File: src/rtl/vtsc_pkg.sv
// Shared types and constants for the voice triggered sample capture unit.
// No dependencies; imported by every module of the block.
package vtsc_pkg;

  // sample and counter widths
  localparam int unsigned SampleW = 16;
  localparam int unsigned GainW   = 7;
  localparam int unsigned QuietW  = 8;
  localparam int unsigned ChunkW  = 13;
  localparam int unsigned CountW  = 20;
  localparam int unsigned IndexW  = 19;
  localparam int unsigned SumW    = 28;
  localparam int unsigned CfgW    = 20;

  // register reset values
  localparam logic [SampleW-1:0] ThresholdRst = 16'd400;
  localparam logic [GainW-1:0]   GainRst      = 7'd16;
  localparam logic [QuietW-1:0]  QuietRst     = 8'd62;
  localparam logic [ChunkW-1:0]  ChunkLenRst  = 13'd512;
  localparam logic [CountW-1:0]  MaxCaptRst   = 20'd480000;

  // saturation limits
  localparam logic signed [SampleW-1:0] SampleMax = 16'sh7fff;
  localparam logic signed [SampleW-1:0] SampleMin = 16'sh8000;

  // configuration register indexes
  typedef enum logic [2:0] {
    CFG_THRESHOLD   = 3'd0,
    CFG_GAIN        = 3'd1,
    CFG_QUIET_LIMIT = 3'd2,
    CFG_CHUNK_LEN   = 3'd3,
    CFG_MAX_CAPTURE = 3'd4
  } cfg_idx_e;

  // reason a capture session ended
  typedef enum logic [2:0] {
    CAUSE_NONE        = 3'd0,
    CAUSE_SILENCE     = 3'd1,
    CAUSE_FULL        = 3'd2,
    CAUSE_BUTTON_REC  = 3'd3,
    CAUSE_BUTTON_WAIT = 3'd4
  } cause_e;

  // clamped configuration seen by the chunk controller
  typedef struct packed {
    logic [SampleW-1:0] threshold;
    logic [QuietW-1:0]  quiet_limit;
    logic [ChunkW-1:0]  chunk_len;
    logic [CountW-1:0]  max_capture;
  } eff_cfg_t;

  // conditioned sample between the two stages
  typedef struct packed {
    logic                      valid;
    logic signed [SampleW-1:0] amp;
    logic [SampleW-1:0]        mag;
    logic                      stop;
  } cond_t;

endpackage

File: src/rtl/vtsc_condition.sv
// Input register, DC tracking, gain and saturation stage.
// Depends on vtsc_pkg for widths, limits and the cond_t stage record.
module vtsc_condition import vtsc_pkg::*; (
  input  logic               clk_i,
  input  logic               rst_ni,
  input  logic               en_in_i,
  input  logic               en_mid_i,
  input  logic               in_valid_i,
  input  logic [31:0]        raw_word_i,
  input  logic               stop_button_i,
  input  logic [GainW-1:0]   gain_i,
  output logic               in_occupied_o,
  output cond_t              cond_o
);

  logic                      v1_q;
  logic signed [SampleW-1:0] x_q;
  logic                      stop1_q;
  logic signed [SampleW-1:0] dc_q;
  logic signed [SampleW-1:0] dc_d;
  cond_t                     mid_q;
  cond_t                     mid_d;

  logic signed [21:0]        acc;
  logic signed [21:0]        acc_rnd;
  logic signed [SampleW-1:0] diff;
  logic signed [23:0]        prod;
  logic signed [SampleW:0]   amp_ext;

  // dc = (dc*31 + x)/32 truncated toward zero, then gain and saturation
  always_comb begin
    acc     = ({{6{dc_q[SampleW-1]}}, dc_q} <<< 5) - {{6{dc_q[SampleW-1]}}, dc_q}
            + {{6{x_q[SampleW-1]}}, x_q};
    acc_rnd = acc[21] ? (acc + 22'sd31) : acc;
    dc_d    = SampleW'(acc_rnd >>> 5);
    diff    = x_q - dc_d;
    prod    = diff * $signed({1'b0, gain_i});
    mid_d.valid = v1_q;
    mid_d.stop  = stop1_q;
    if (prod > 24'(SampleMax)) begin
      mid_d.amp = SampleMax;
    end else if (prod < 24'(SampleMin)) begin
      mid_d.amp = SampleMin;
    end else begin
      mid_d.amp = SampleW'(prod);
    end
    amp_ext   = {mid_d.amp[SampleW-1], mid_d.amp};
    mid_d.mag = amp_ext[SampleW] ? SampleW'(-amp_ext) : SampleW'(amp_ext);
  end

  // input register
  always_ff @(posedge clk_i or negedge rst_ni) begin
    if (!rst_ni) begin
      v1_q <= 1'b0;
    end else if (en_in_i) begin
      v1_q <= in_valid_i;
    end
  end

  always_ff @(posedge clk_i) begin
    if (en_in_i && in_valid_i) begin
      x_q     <= raw_word_i[31:16];
      stop1_q <= stop_button_i;
    end
  end

  // dc estimate moves once per transfer into the middle register
  always_ff @(posedge clk_i or negedge rst_ni) begin
    if (!rst_ni) begin
      dc_q  <= '0;
      mid_q <= '0;
    end else if (en_mid_i) begin
      mid_q <= mid_d;
      if (v1_q) begin
        dc_q <= dc_d;
      end
    end
  end

  assign in_occupied_o = v1_q;
  assign cond_o        = mid_q;

endmodule

File: src/rtl/vtsc_chunk_ctrl.sv
// Chunk level detector, capture session control and result register.
// Depends on vtsc_pkg for eff_cfg_t, cond_t and the finish cause codes.
module vtsc_chunk_ctrl import vtsc_pkg::*; (
  input  logic                      clk_i,
  input  logic                      rst_ni,
  input  logic                      en_out_i,
  input  eff_cfg_t                  cfg_i,
  input  cond_t                     s_i,
  output logic                      out_valid_o,
  output logic signed [SampleW-1:0] sample_out_o,
  output logic [IndexW-1:0]         sample_index_o,
  output logic                      recording_phase_o,
  output logic                      chunk_done_o,
  output logic                      chunk_loud_o,
  output logic                      capture_finished_o,
  output logic [2:0]                finish_cause_o,
  output logic [CountW-1:0]         captured_count_o
);

  typedef enum logic {
    PH_WAIT = 1'b0,
    PH_REC  = 1'b1
  } phase_e;

  phase_e              phase_q, phase_d;
  logic [ChunkW-1:0]   pos_q, pos_d;
  logic [SumW-1:0]     sum_q, sum_d;
  logic [CountW-1:0]   cap_q, cap_d;
  logic [QuietW-1:0]   quiet_q, quiet_d;

  logic                      out_valid_q;
  logic signed [SampleW-1:0] amp_q;
  logic [IndexW-1:0]         index_q, index_d;
  logic                      rec_q;
  logic                      done_q, done_d;
  logic                      loud_q, loud_d;
  logic                      fin_q, fin_d;
  cause_e                    cause_q, cause_d;
  logic [CountW-1:0]         cnt_q, cnt_d;

  logic [SumW-1:0]     sum_add;
  logic [ChunkW-1:0]   count;
  logic [SumW:0]       thr_prod;
  logic                loud_c;
  logic [CountW-1:0]   cap_inc;
  logic [QuietW-1:0]   quiet_inc;
  logic                chunk_end;

  // next state of the chunk and session counters
  always_comb begin
    sum_add   = sum_q + SumW'(s_i.mag);
    count     = pos_q + 1'b1;
    thr_prod  = (SumW+1)'(cfg_i.threshold) * (SumW+1)'(count);
    loud_c    = ({1'b0, sum_add} >= thr_prod);
    cap_inc   = cap_q + 1'b1;
    quiet_inc = quiet_q + 1'b1;
    chunk_end = (count >= cfg_i.chunk_len);

    phase_d = phase_q;
    pos_d   = count;
    sum_d   = sum_add;
    cap_d   = cap_q;
    quiet_d = quiet_q;
    index_d = {{(IndexW-ChunkW){1'b0}}, pos_q};
    done_d  = 1'b0;
    loud_d  = 1'b0;
    fin_d   = 1'b0;
    cause_d = CAUSE_NONE;
    cnt_d   = '0;

    unique case (phase_q)
      PH_WAIT: begin
        if (chunk_end) begin
          done_d = 1'b1;
          loud_d = loud_c;
          pos_d  = '0;
          sum_d  = '0;
          if (loud_c) begin
            // loud chunk opens a recording that keeps this chunk
            phase_d = PH_REC;
            cap_d   = CountW'(count);
            quiet_d = '0;
            if (CountW'(count) >= cfg_i.max_capture) begin
              fin_d   = 1'b1;
              cause_d = CAUSE_FULL;
              cnt_d   = CountW'(count);
            end
          end else if (s_i.stop) begin
            fin_d   = 1'b1;
            cause_d = CAUSE_BUTTON_WAIT;
          end
        end
      end
      PH_REC: begin
        index_d = cap_q[IndexW-1:0];
        cap_d   = cap_inc;
        if (chunk_end || (cap_inc >= cfg_i.max_capture)) begin
          done_d = 1'b1;
          loud_d = loud_c;
          pos_d  = '0;
          sum_d  = '0;
          // button first, then silence, then full buffer
          priority if (s_i.stop) begin
            fin_d   = 1'b1;
            cause_d = CAUSE_BUTTON_REC;
          end else if (loud_c) begin
            quiet_d = '0;
          end else begin
            quiet_d = quiet_inc;
            if (quiet_inc >= cfg_i.quiet_limit) begin
              fin_d   = 1'b1;
              cause_d = CAUSE_SILENCE;
            end
          end
          if (!fin_d && (cap_inc >= cfg_i.max_capture)) begin
            fin_d   = 1'b1;
            cause_d = CAUSE_FULL;
          end
          if (fin_d) begin
            cnt_d = cap_inc;
          end
        end
      end
      default: begin
        phase_d = PH_WAIT;
      end
    endcase

    // session end returns to waiting; dc estimate is kept upstream
    if (fin_d) begin
      phase_d = PH_WAIT;
      pos_d   = '0;
      sum_d   = '0;
      cap_d   = '0;
      quiet_d = '0;
    end
  end

  // session state and result register
  always_ff @(posedge clk_i or negedge rst_ni) begin
    if (!rst_ni) begin
      phase_q     <= PH_WAIT;
      pos_q       <= '0;
      sum_q       <= '0;
      cap_q       <= '0;
      quiet_q     <= '0;
      out_valid_q <= 1'b0;
      amp_q       <= '0;
      index_q     <= '0;
      rec_q       <= 1'b0;
      done_q      <= 1'b0;
      loud_q      <= 1'b0;
      fin_q       <= 1'b0;
      cause_q     <= CAUSE_NONE;
      cnt_q       <= '0;
    end else if (en_out_i) begin
      out_valid_q <= s_i.valid;
      if (s_i.valid) begin
        phase_q <= phase_d;
        pos_q   <= pos_d;
        sum_q   <= sum_d;
        cap_q   <= cap_d;
        quiet_q <= quiet_d;
        amp_q   <= s_i.amp;
        index_q <= index_d;
        rec_q   <= (phase_q == PH_REC);
        done_q  <= done_d;
        loud_q  <= loud_d;
        fin_q   <= fin_d;
        cause_q <= cause_d;
        cnt_q   <= cnt_d;
      end
    end
  end

  assign out_valid_o        = out_valid_q;
  assign sample_out_o       = amp_q;
  assign sample_index_o     = index_q;
  assign recording_phase_o  = rec_q;
  assign chunk_done_o       = done_q;
  assign chunk_loud_o       = loud_q;
  assign capture_finished_o = fin_q;
  assign finish_cause_o     = cause_q;
  assign captured_count_o   = cnt_q;

  // a session only ends on a chunk boundary
  a_fin_on_chunk: assert property (@(posedge clk_i) disable iff (!rst_ni)
    out_valid_q && fin_q |-> done_q)
    else $error("capture finished outside a chunk end");

  // cause code agrees with the finish flag
  a_cause_flag: assert property (@(posedge clk_i) disable iff (!rst_ni)
    out_valid_q |-> (fin_q == (cause_q != CAUSE_NONE)))
    else $error("finish cause does not match finish flag");

  // loud flag only on a closed chunk
  a_loud_done: assert property (@(posedge clk_i) disable iff (!rst_ni)
    out_valid_q && loud_q |-> done_q)
    else $error("chunk loud without chunk end");

  // waiting phase never holds captured samples
  a_wait_empty: assert property (@(posedge clk_i) disable iff (!rst_ni)
    phase_q == PH_WAIT |-> cap_q == '0)
    else $error("captured count nonzero while waiting");

  // a finished session leaves the controller idle and empty
  a_fin_resets: assert property (@(posedge clk_i) disable iff (!rst_ni)
    en_out_i && s_i.valid && fin_d |=> phase_q == PH_WAIT && pos_q == '0 && quiet_q == '0)
    else $error("session state not cleared after finish");

endmodule

File: src/rtl/voice_triggered_sample_capture_unit.sv
// A sample accepted at the input passes the input, middle and result registers in that order.
// One sample per cycle while the result is not stalled; the chunk controller closes its state loop each cycle.
// A stalled result holds while the input and middle registers keep filling.
// Reset (asynchronous, active low) clears the DC estimate, the session state and all
// valid flags, and loads the registers with their documented default values.
module voice_triggered_sample_capture_unit import vtsc_pkg::*; #(
  parameter int unsigned BUFFER_DEPTH = 524288,
  parameter int unsigned CHUNK_MAX    = 4096
) (
  input  logic                      clk_i,
  input  logic                      rst_ni,
  // sample input
  input  logic                      in_valid_i,
  output logic                      in_stall_o,
  input  logic [31:0]               raw_word_i,
  input  logic                      stop_button_i,
  // result output
  output logic                      out_valid_o,
  input  logic                      out_stall_i,
  output logic signed [SampleW-1:0] sample_out_o,
  output logic [IndexW-1:0]         sample_index_o,
  output logic                      recording_phase_o,
  output logic                      chunk_done_o,
  output logic                      chunk_loud_o,
  output logic                      capture_finished_o,
  output logic [2:0]                finish_cause_o,
  output logic [CountW-1:0]         captured_count_o,
  // register writes
  input  logic                      cfg_valid_i,
  output logic                      cfg_ready_o,
  input  logic [2:0]                cfg_index_i,
  input  logic [CfgW-1:0]           cfg_data_i
);

  localparam logic [CountW:0] BufDepthW = (CountW+1)'(BUFFER_DEPTH);
  localparam logic [16:0]     ChunkMaxW = 17'(CHUNK_MAX);

  logic [SampleW-1:0] threshold_q;
  logic [GainW-1:0]   gain_q;
  logic [QuietW-1:0]  quiet_q;
  logic [ChunkW-1:0]  chunk_len_q;
  logic [CountW-1:0]  max_capt_q;

  eff_cfg_t           eff_cfg;
  logic [ChunkW-1:0]  clen_lo;
  logic [ChunkW-1:0]  clen_cm;

  logic   en_in, en_mid, en_out;
  logic   in_occupied;
  cond_t  cond;

  // register writes, always ready
  assign cfg_ready_o = 1'b1;

  always_ff @(posedge clk_i or negedge rst_ni) begin
    if (!rst_ni) begin
      threshold_q <= ThresholdRst;
      gain_q      <= GainRst;
      quiet_q     <= QuietRst;
      chunk_len_q <= ChunkLenRst;
      max_capt_q  <= MaxCaptRst;
    end else if (cfg_valid_i) begin
      unique case (cfg_index_i)
        CFG_THRESHOLD:   threshold_q <= cfg_data_i[SampleW-1:0];
        CFG_GAIN:        gain_q      <= cfg_data_i[GainW-1:0];
        CFG_QUIET_LIMIT: quiet_q     <= cfg_data_i[QuietW-1:0];
        CFG_CHUNK_LEN:   chunk_len_q <= cfg_data_i[ChunkW-1:0];
        CFG_MAX_CAPTURE: max_capt_q  <= cfg_data_i[CountW-1:0];
        default: begin
        end
      endcase
    end
  end

  // clamp capture and chunk lengths to their legal ranges
  always_comb begin
    if (max_capt_q == '0) begin
      eff_cfg.max_capture = CountW'(1);
    end else if ({1'b0, max_capt_q} > BufDepthW) begin
      eff_cfg.max_capture = BufDepthW[CountW-1:0];
    end else begin
      eff_cfg.max_capture = max_capt_q;
    end
    clen_lo = (chunk_len_q == '0) ? ChunkW'(1) : chunk_len_q;
    clen_cm = ({4'b0, clen_lo} > ChunkMaxW) ? ChunkMaxW[ChunkW-1:0] : clen_lo;
    if ({{(CountW-ChunkW){1'b0}}, clen_cm} > eff_cfg.max_capture) begin
      eff_cfg.chunk_len = eff_cfg.max_capture[ChunkW-1:0];
    end else begin
      eff_cfg.chunk_len = clen_cm;
    end
    eff_cfg.threshold   = threshold_q;
    eff_cfg.quiet_limit = quiet_q;
  end

  // pipeline advance: a stage moves when empty or when its successor moves
  assign en_out     = !out_valid_o || !out_stall_i;
  assign en_mid     = !cond.valid || en_out;
  assign en_in      = !in_occupied || en_mid;
  assign in_stall_o = !en_in;

  vtsc_condition u_condition (
    .clk_i         (clk_i),
    .rst_ni        (rst_ni),
    .en_in_i       (en_in),
    .en_mid_i      (en_mid),
    .in_valid_i    (in_valid_i),
    .raw_word_i    (raw_word_i),
    .stop_button_i (stop_button_i),
    .gain_i        (gain_q),
    .in_occupied_o (in_occupied),
    .cond_o        (cond)
  );

  vtsc_chunk_ctrl u_chunk_ctrl (
    .clk_i              (clk_i),
    .rst_ni             (rst_ni),
    .en_out_i           (en_out),
    .cfg_i              (eff_cfg),
    .s_i                (cond),
    .out_valid_o        (out_valid_o),
    .sample_out_o       (sample_out_o),
    .sample_index_o     (sample_index_o),
    .recording_phase_o  (recording_phase_o),
    .chunk_done_o       (chunk_done_o),
    .chunk_loud_o       (chunk_loud_o),
    .capture_finished_o (capture_finished_o),
    .finish_cause_o     (finish_cause_o),
    .captured_count_o   (captured_count_o)
  );

endmodule
File: config.mk
export PLATFORM = sky130hd
export DESIGN_NAME = voice_triggered_sample_capture_unit
export DESIGN_NICKNAME = d
export VERILOG_FILES = /design/src/rtl/vtsc_pkg.sv /design/src/rtl/vtsc_condition.sv /design/src/rtl/vtsc_chunk_ctrl.sv /design/src/rtl/voice_triggered_sample_capture_unit.sv
export SDC_FILE = /design/constraint.sdc
export NUM_CORES = 2
export LEC_CHECK = 0
export BUFFER_PORTS_ARGS = -buffer_cell sky130_fd_sc_hd__buf_2
export CORE_UTILIZATION = 60
export DETAILED_ROUTE_END_ITERATION = 10
export PLACE_DENSITY_LB_ADDON = 0.15
export SLEW_MARGIN = 0
export SYNTH_ARGS = -nofsm -noshare
export SYNTH_HDL_FRONTEND = slang
export SYNTH_HIERARCHICAL = 1
export SYNTH_SLANG_ARGS = --single-unit
File: constraint.sdc
create_clock -name clk_i -period 15.45 [get_ports clk_i]
set_input_delay 1.545 -clock clk_i [delete_from_list [all_inputs] [get_ports clk_i]]
set_output_delay 1.545 -clock clk_i [all_outputs]
set_load 0.005 [all_outputs]
======== Yosys cells after proc, flatten, opt, wreduce, memory -nomap -nowiden ========
Cells that the tools add are included.
storage, ports and cells
  register bits ........................... 265
  output and inout bits ................... 65
cells by class
  add/sub/neg operators ................... 9
  multipliers ............................. 2
  $lt $le $gt $ge ......................... 10
  equal/unequal tests ..................... 8
  muxes and demuxes ....................... 69
  bitwise operators ....................... 1
  reductions and logical operators ........ 24
operators by type and width
  kind                                                                             count
  20-bit two-way mux                                                               9
  13-bit two-way mux                                                               7
  28-bit two-way mux                                                               3
  20-bit one-hot mux with 2 select lines                                           2
  28-bit one-hot mux with 2 select lines                                           1
  16-bit two-way mux                                                               3
  8-bit two-way mux                                                                6
  28-bit by 29-bit >= comparator with 1-bit output                                 1
  16-bit by 13-bit multiplier with 29-bit output                                   1
  28-bit by 16-bit adder with 28-bit output                                        1
  13-bit one-hot mux with 2 select lines                                           1
  24-bit by 16-bit > comparator with 1-bit output (second input constant)          1
  24-bit by 16-bit less-than comparator with 1-bit output (second input constant)  1
  16-bit by 8-bit multiplier with 24-bit output                                    1
  22-bit adder                                                                     1
  1-bit two-way mux                                                                22
  21-bit by 16-bit subtractor with 22-bit output                                   1
  21-bit by 6-bit adder with 21-bit output (second input constant)                 1
  21-bit two-way mux                                                               1
  3-bit two-way mux                                                                7
  20-bit by 1-bit adder with 20-bit output (second input constant)                 1
  13-bit by 20-bit >= comparator with 1-bit output                                 1
  20-bit >= comparator                                                             1
  13-bit by 20-bit > comparator with 1-bit output                                  1
  other kinds (28)                                                                 48

======== Logic depth before layout (Yosys ltp) ========
  word-level depth ........................ 19
  gate-level depth with buffers ........... 54

======== Hierarchy ========
The synthesis kept the hierarchy.
modules (own cells, without submodules)
  module                               instances  cells an instance  area each (um^2)  seq. area each (um^2)
  vtsc_chunk_ctrl                      1          1860               15785.1           3328.2
  vtsc_condition                       1          1268               10741.6           1761.7
  voice_triggered_sample_capture_unit  1          260                3258.1            1622.8

======== Worst setup path after synthesis ========
No wires, ideal clock.
  kind .................................... reg2reg
  start point ............................. register u_condition.x_q[15]
  end point ............................... register u_condition.mid_q, in the netlist u_condition/cond_o[7]
  library setup time ...................... 0.066 ns
  arrival time ............................ 11.027 ns
  path slack .............................. 4.357 ns
  stages on the path, launching flop included .. 50
  path buffers ............................ 4
  cell sequence ........................... edfxtp_1 inv_1 fa_1 inv_1 ha_1 buf_2 a21oi_1 nand2_1 a221o_1 or2_1 buf_6 and3_1 nor3_1 xor2_1 ha_1 inv_1 fa_1 nand2_1 [14 not listed] inv_1 ha_1 clkbuf_1 and4_1 and4_1 nand2_1 a2bb2oi_1 and4b_1 a211oi_1 nand2_1 o21a_1 buf_2 o21ai_0 ha_1 inv_1 or3_1 o311ai_0 a31o_1
on the way
  elaborated cells between the ends (all ways) .. 11
RTL lines
  what                                                     line                  text
  start: declaration                                       vtsc_condition.sv:17  logic signed [SampleW-1:0] x_q;
  start signal: assignment                                 vtsc_condition.sv:62  x_q <= raw_word_i[31:16];
  22-bit adder (*)                                         vtsc_condition.sv:33  + {{6{x_q[SampleW-1]}}, x_q};
  21-bit two-way mux (*)                                   vtsc_condition.sv:34  acc_rnd = acc[21] ? (acc + 22'sd31) : acc;
  net u_condition.acc_rnd[5]                               vtsc_condition.sv:25  logic signed [21:0] acc_rnd;
  16-bit subtractor (*)                                    vtsc_condition.sv:36  diff = x_q - dc_d;
  16-bit by 8-bit multiplier with 24-bit output (*)        vtsc_condition.sv:37  prod = diff * $signed({1'b0, gain_i});
  24-bit by 16-bit less-than comparator with 1-bit output  vtsc_condition.sv:42  end else if (prod < 24'(SampleMin)) begin
  16-bit two-way mux                                       vtsc_condition.sv:42
  16-bit two-way mux (*)                                   vtsc_condition.sv:40  if (prod > 24'(SampleMax)) begin
  16-bit negator                                           vtsc_condition.sv:48  mid_d.mag = amp_ext[SampleW] ? SampleW'(-amp_ext) : SampleW'(amp_ext);
  16-bit two-way mux (*)                                   vtsc_condition.sv:48
  end signal: assignment                                   vtsc_condition.sv:73  mid_q <= mid_d;
  end: declaration                                         vtsc_condition.sv:21  cond_t mid_q;
The timed path passes the listed nets; every way through them passes the cells marked *.
A chain may end at the register's enable or synchronous reset.

======== Final worst setup path ========
  start point ............................. register u_condition.x_q[15]
  end point ............................... register u_condition.mid_q, in the netlist u_condition/cond_o[5]
on the way
  cells in the longest elaborated chain, start to end .. 10
  elaborated cells between the ends (all ways) .. 11
RTL lines
  what                                                     line
  22-bit adder                                             vtsc_condition.sv:33
  21-bit by 6-bit adder with 21-bit output                 vtsc_condition.sv:34
  21-bit two-way mux                                       vtsc_condition.sv:34
  16-bit subtractor (*)                                    vtsc_condition.sv:36
  16-bit by 8-bit multiplier with 24-bit output (*)        vtsc_condition.sv:37
  24-bit by 16-bit less-than comparator with 1-bit output  vtsc_condition.sv:42
  16-bit two-way mux                                       vtsc_condition.sv:42
  16-bit two-way mux (*)                                   vtsc_condition.sv:40
  16-bit negator                                           vtsc_condition.sv:48
  16-bit two-way mux (*)                                   vtsc_condition.sv:48
Mark *: on every way between the ends. The rest lies on a longest branch, timed or not.

==> out/results.txt <==
Yosys top cell area share -> 0.193
Prevailing post-synth register cell -> dfrtp_1
Syn Nets -> 3984
Share of cells above drive strength 1 -> 0.105
Synth Cell Area -> 0.0298 mm²
RSZ-0062 raised after global routing -> false
Pre-CTS setup slack -> 2.52 ns
Worst path required time -> 15.90 ns
Clock buffer depth -> 3
Total gr overflow -> 0
Critical path class -> register to register
Final period util -> 0.854
Total CTS buffers -> 30
Post-synth EDFFs -> 17
Hold slack -> 0.464 ns
I/O Buffers -> 108
Clock Latency Late Sink -> 0.58 ns
# nets final -> 4009
Largest net degree at the start of global routing -> 110
Antenna Violating Nets Remaining -> 0
Slew at the pin closest to its max-slew limit -> 1.14 ns
Synth area leaders -> dfrtp_1 19%, fa_1 17%, ha_1 12%
Mapped Avg Cell Area -> 8.79 µm²
Synthesized instance count -> 3388
Max-Cap Viols -> 0
CP arrival -> 13.64 ns
Post-DP HPWL -> 59500 µm
Max Clk Rate -> 75.8 MHz
Synthesis-to-layout area growth -> 6.86%
Clock tree root buffer cell -> clkbuf_16
Chip Height -> 225 µm
Most Frequent Cell on Critical Path -> inv_1
PnR worst setup slack -> 2.26 ns
CTS tree -> done
Avg WL per Cell -> 18.7 µm
Synth cell types -> 112
Maximum fanout along the worst path -> 22
Post_cts resized -> 0
Post-synth top area cell -> dfrtp_1
Setup crit end kind -> register
Final wirelength -> 76700 µm
Min Clock Period, post-route -> 13.19 ns
Post-CTS Setup Bufs -> 0
Chip Width -> 225 µm
Initial antenna violation count -> 1
CTS sink cnt -> 264
Ys async rst share -> 0.936
Buffer and inverter count on the worst path -> 6
Die ar. -> 0.0505 mm²
Top delay family on crit path -> compound AO/OA/AOI/OAI gates
Mean number of vias per cell -> 5.93
Final number of hold-violating endpoints -> 0
Crit start category -> register
Fin. max-slew vios -> 0
Vias in the first global route -> 24800
Setup TNS -> 0 ns
Max-slew headroom -> 0.242
Cell row count -> 81
Seq/Total Area, Yosys -> 0.225
Detailed Route Iter0 Violations -> 1741
Clk_skew -> 0.0187 ns
Htree depth -> 1
CTS Hold Bufs -> 0
Largest stage delay, worst path -> 0.72 ns
GPL Wtd Cong -> 0.933
Final-report setup violation count -> 0
Worst Hold Class -> register to register
First-pass GRT wire length -> 126000 µm
Antenna cells -> 0
Clock slew at reported path FFs -> 0.06 ns
I/O Pins -> 126
Global-route usage over all layers -> 0.310
Remaining DRCs -> 0
Slowest CP cell -> o21ai_2
Core ar. -> 0.0490 mm²
Via count -> 24300
Fillers -> 4146
Status -> finished clean
DR pass1 iterations -> 6
Initial core utilization -> 0.608
Yosys reg bits -> 264
Yosys warns -> 6
-- layout make-up --
class | instances | area, µm² | share of cell area
clock buffers | 43 | 881 | 0.0277
well taps | 664 | 831 | 0.0261
inverters | 452 | 1700 | 0.0533
repair buffers | 134 | 746 | 0.0234
clock inverters | 13 | 108 | 0.00338
multi-input cells | 2531 | 20900 | 0.655
flip-flops and latches | 264 | 6710 | 0.211
-- path summary, 6_finish.rpt --
kind                                                      to  cells after the start              startpoint  slack, ns
worst min register to register  u_chunk_ctrl/sample_out_o[9]                      2  u_condition/cond_o[26]       0.46
worst min-delay path            u_chunk_ctrl/sample_out_o[9]                      2  u_condition/cond_o[26]       0.46
min in group asynchronous       u_chunk_ctrl/sample_out_o[4]                      1                  rst_ni       1.01
worst max-delay path                   u_condition/cond_o[5]                     47     u_condition/x_q[15]       2.26
worst max register to register         u_condition/cond_o[5]                     47     u_condition/x_q[15]       2.26
max in group asynchronous               u_chunk_ctrl/phase_q                      2                  rst_ni      12.81
-- state kept, by name, summed over array words and instances (netlist names), 13 cells and up --
| name | flops |
|---|---|
| chunk_len_q | 13 |
| u_chunk_ctrl/cap_q | 20 |
| u_chunk_ctrl/sample_index_o | 19 |
| u_chunk_ctrl/captured_count_o | 20 |
| threshold_q | 16 |
| u_condition/x_q | 16 |
| u_chunk_ctrl/sample_out_o | 16 |
| u_chunk_ctrl/sum_q | 28 |
| u_condition/dc_q | 16 |
| max_capt_q | 20 |
| u_chunk_ctrl/pos_q | 13 |
| u_condition/cond_o | 33 |
-- per-stage QoR --
step / std cells / area (µm²) / util
CTS: 4101 / 31800 / 0.650
finish: 4101 / 31800 / 0.650
floorplan: 3388 / 29800 / -
global placement: 4045 / 30800 / 0.630
global route: 4101 / 31800 / 0.650
detailed placement: 4045 / 30800 / 0.630
-- per-layer routing --
layer / global-route usage / part of all wire
met1: 0.435 / 0.45
met2: 0.500 / 0.46
met3: 0.0332 / 0.055
met4: 0.107 / 0.035
met5: 0 / 0.00017
-- cell usage in the layout (no fill, tap or decap), types with 10 or more instances in the layout --
cell	netlist	routed
a211o_1	12	12
a211oi_1	32	32
a21o_1	43	43
a21oi_1	145	145
a22o_1	11	11
a22oi_1	13	13
a31oi_1	10	10
and2_1	136	135
and3_1	24	24
buf_2	14	107
buf_4	6	26
clkbuf_16	0	31
dfrtp_1	230	229
dfstp_2	17	17
edfxtp_1	17	17
fa_1	252	252
ha_1	283	283
inv_1	450	450
mux2_2	78	78
mux2i_1	30	30
nand2_1	444	443
nand2b_1	32	32
nand3_1	72	72
nand4_1	21	21
nor2_1	164	164
nor2b_1	58	58
nor3_1	56	55
nor4_1	21	21
o211ai_1	12	12
o21a_1	28	28
o21ai_0	97	97
o21ai_1	76	76
o21bai_1	21	21
o31ai_1	25	25
or2_1	12	12
or3_1	12	12
xnor2_1	86	78
xor2_1	52	52
-- logic make-up after synthesis --
group / count (synthesis) / synth area share
XOR/XNOR: 140 / 0.0419
adder cells (fa/ha/maj): 538 / 0.289
AND/OR/NAND/NOR: 1118 / 0.185
flip-flops: 264 / 0.225
multiplexers: 116 / 0.0436
AO/OA/AOI/OAI: 618 / 0.137
other: 1 / 0.000126
buffers and inverters: 593 / 0.0772
-- worst register-to-register path: cells and delay by family (launching register included) --
kind	cells	cell delay, ns
AO/OA/AOI/OAI	18	4.73
adder cells (fa/ha/maj)	9	3.93
AND/OR/NAND/NOR	13	2.95
XOR/XNOR	1	0.43
flip-flops	1	0.43
buffers and inverters	6	0.60
-- cell usage after synthesis (12+ instances only) --
cell / number
or3_1: 12
and3_1: 24
nand3_1: 72
a211o_1: 12
o31ai_1: 25
o21ai_0: 97
nor2b_1: 58
xor2_1: 52
a211oi_1: 32
and2_1: 136
nor4_1: 21
mux2_2: 78
inv_1: 450
dfstp_2: 17
xnor2_1: 86
nor2_1: 164
nand4_1: 21
ha_1: 283
a22oi_1: 13
nand2b_1: 32
o21ai_1: 76
dfrtp_1: 230
o21a_1: 28
mux2i_1: 30
a21o_1: 43
o211ai_1: 12
o21bai_1: 21
or2_1: 12
clkbuf_1: 104
nor3_1: 56
nand2_1: 444
a21oi_1: 145
buf_2: 14
fa_1: 252
edfxtp_1: 17
Power is not shown: default switching activity piles up to over one toggle a cycle in this logic, so the estimate is an artifact.
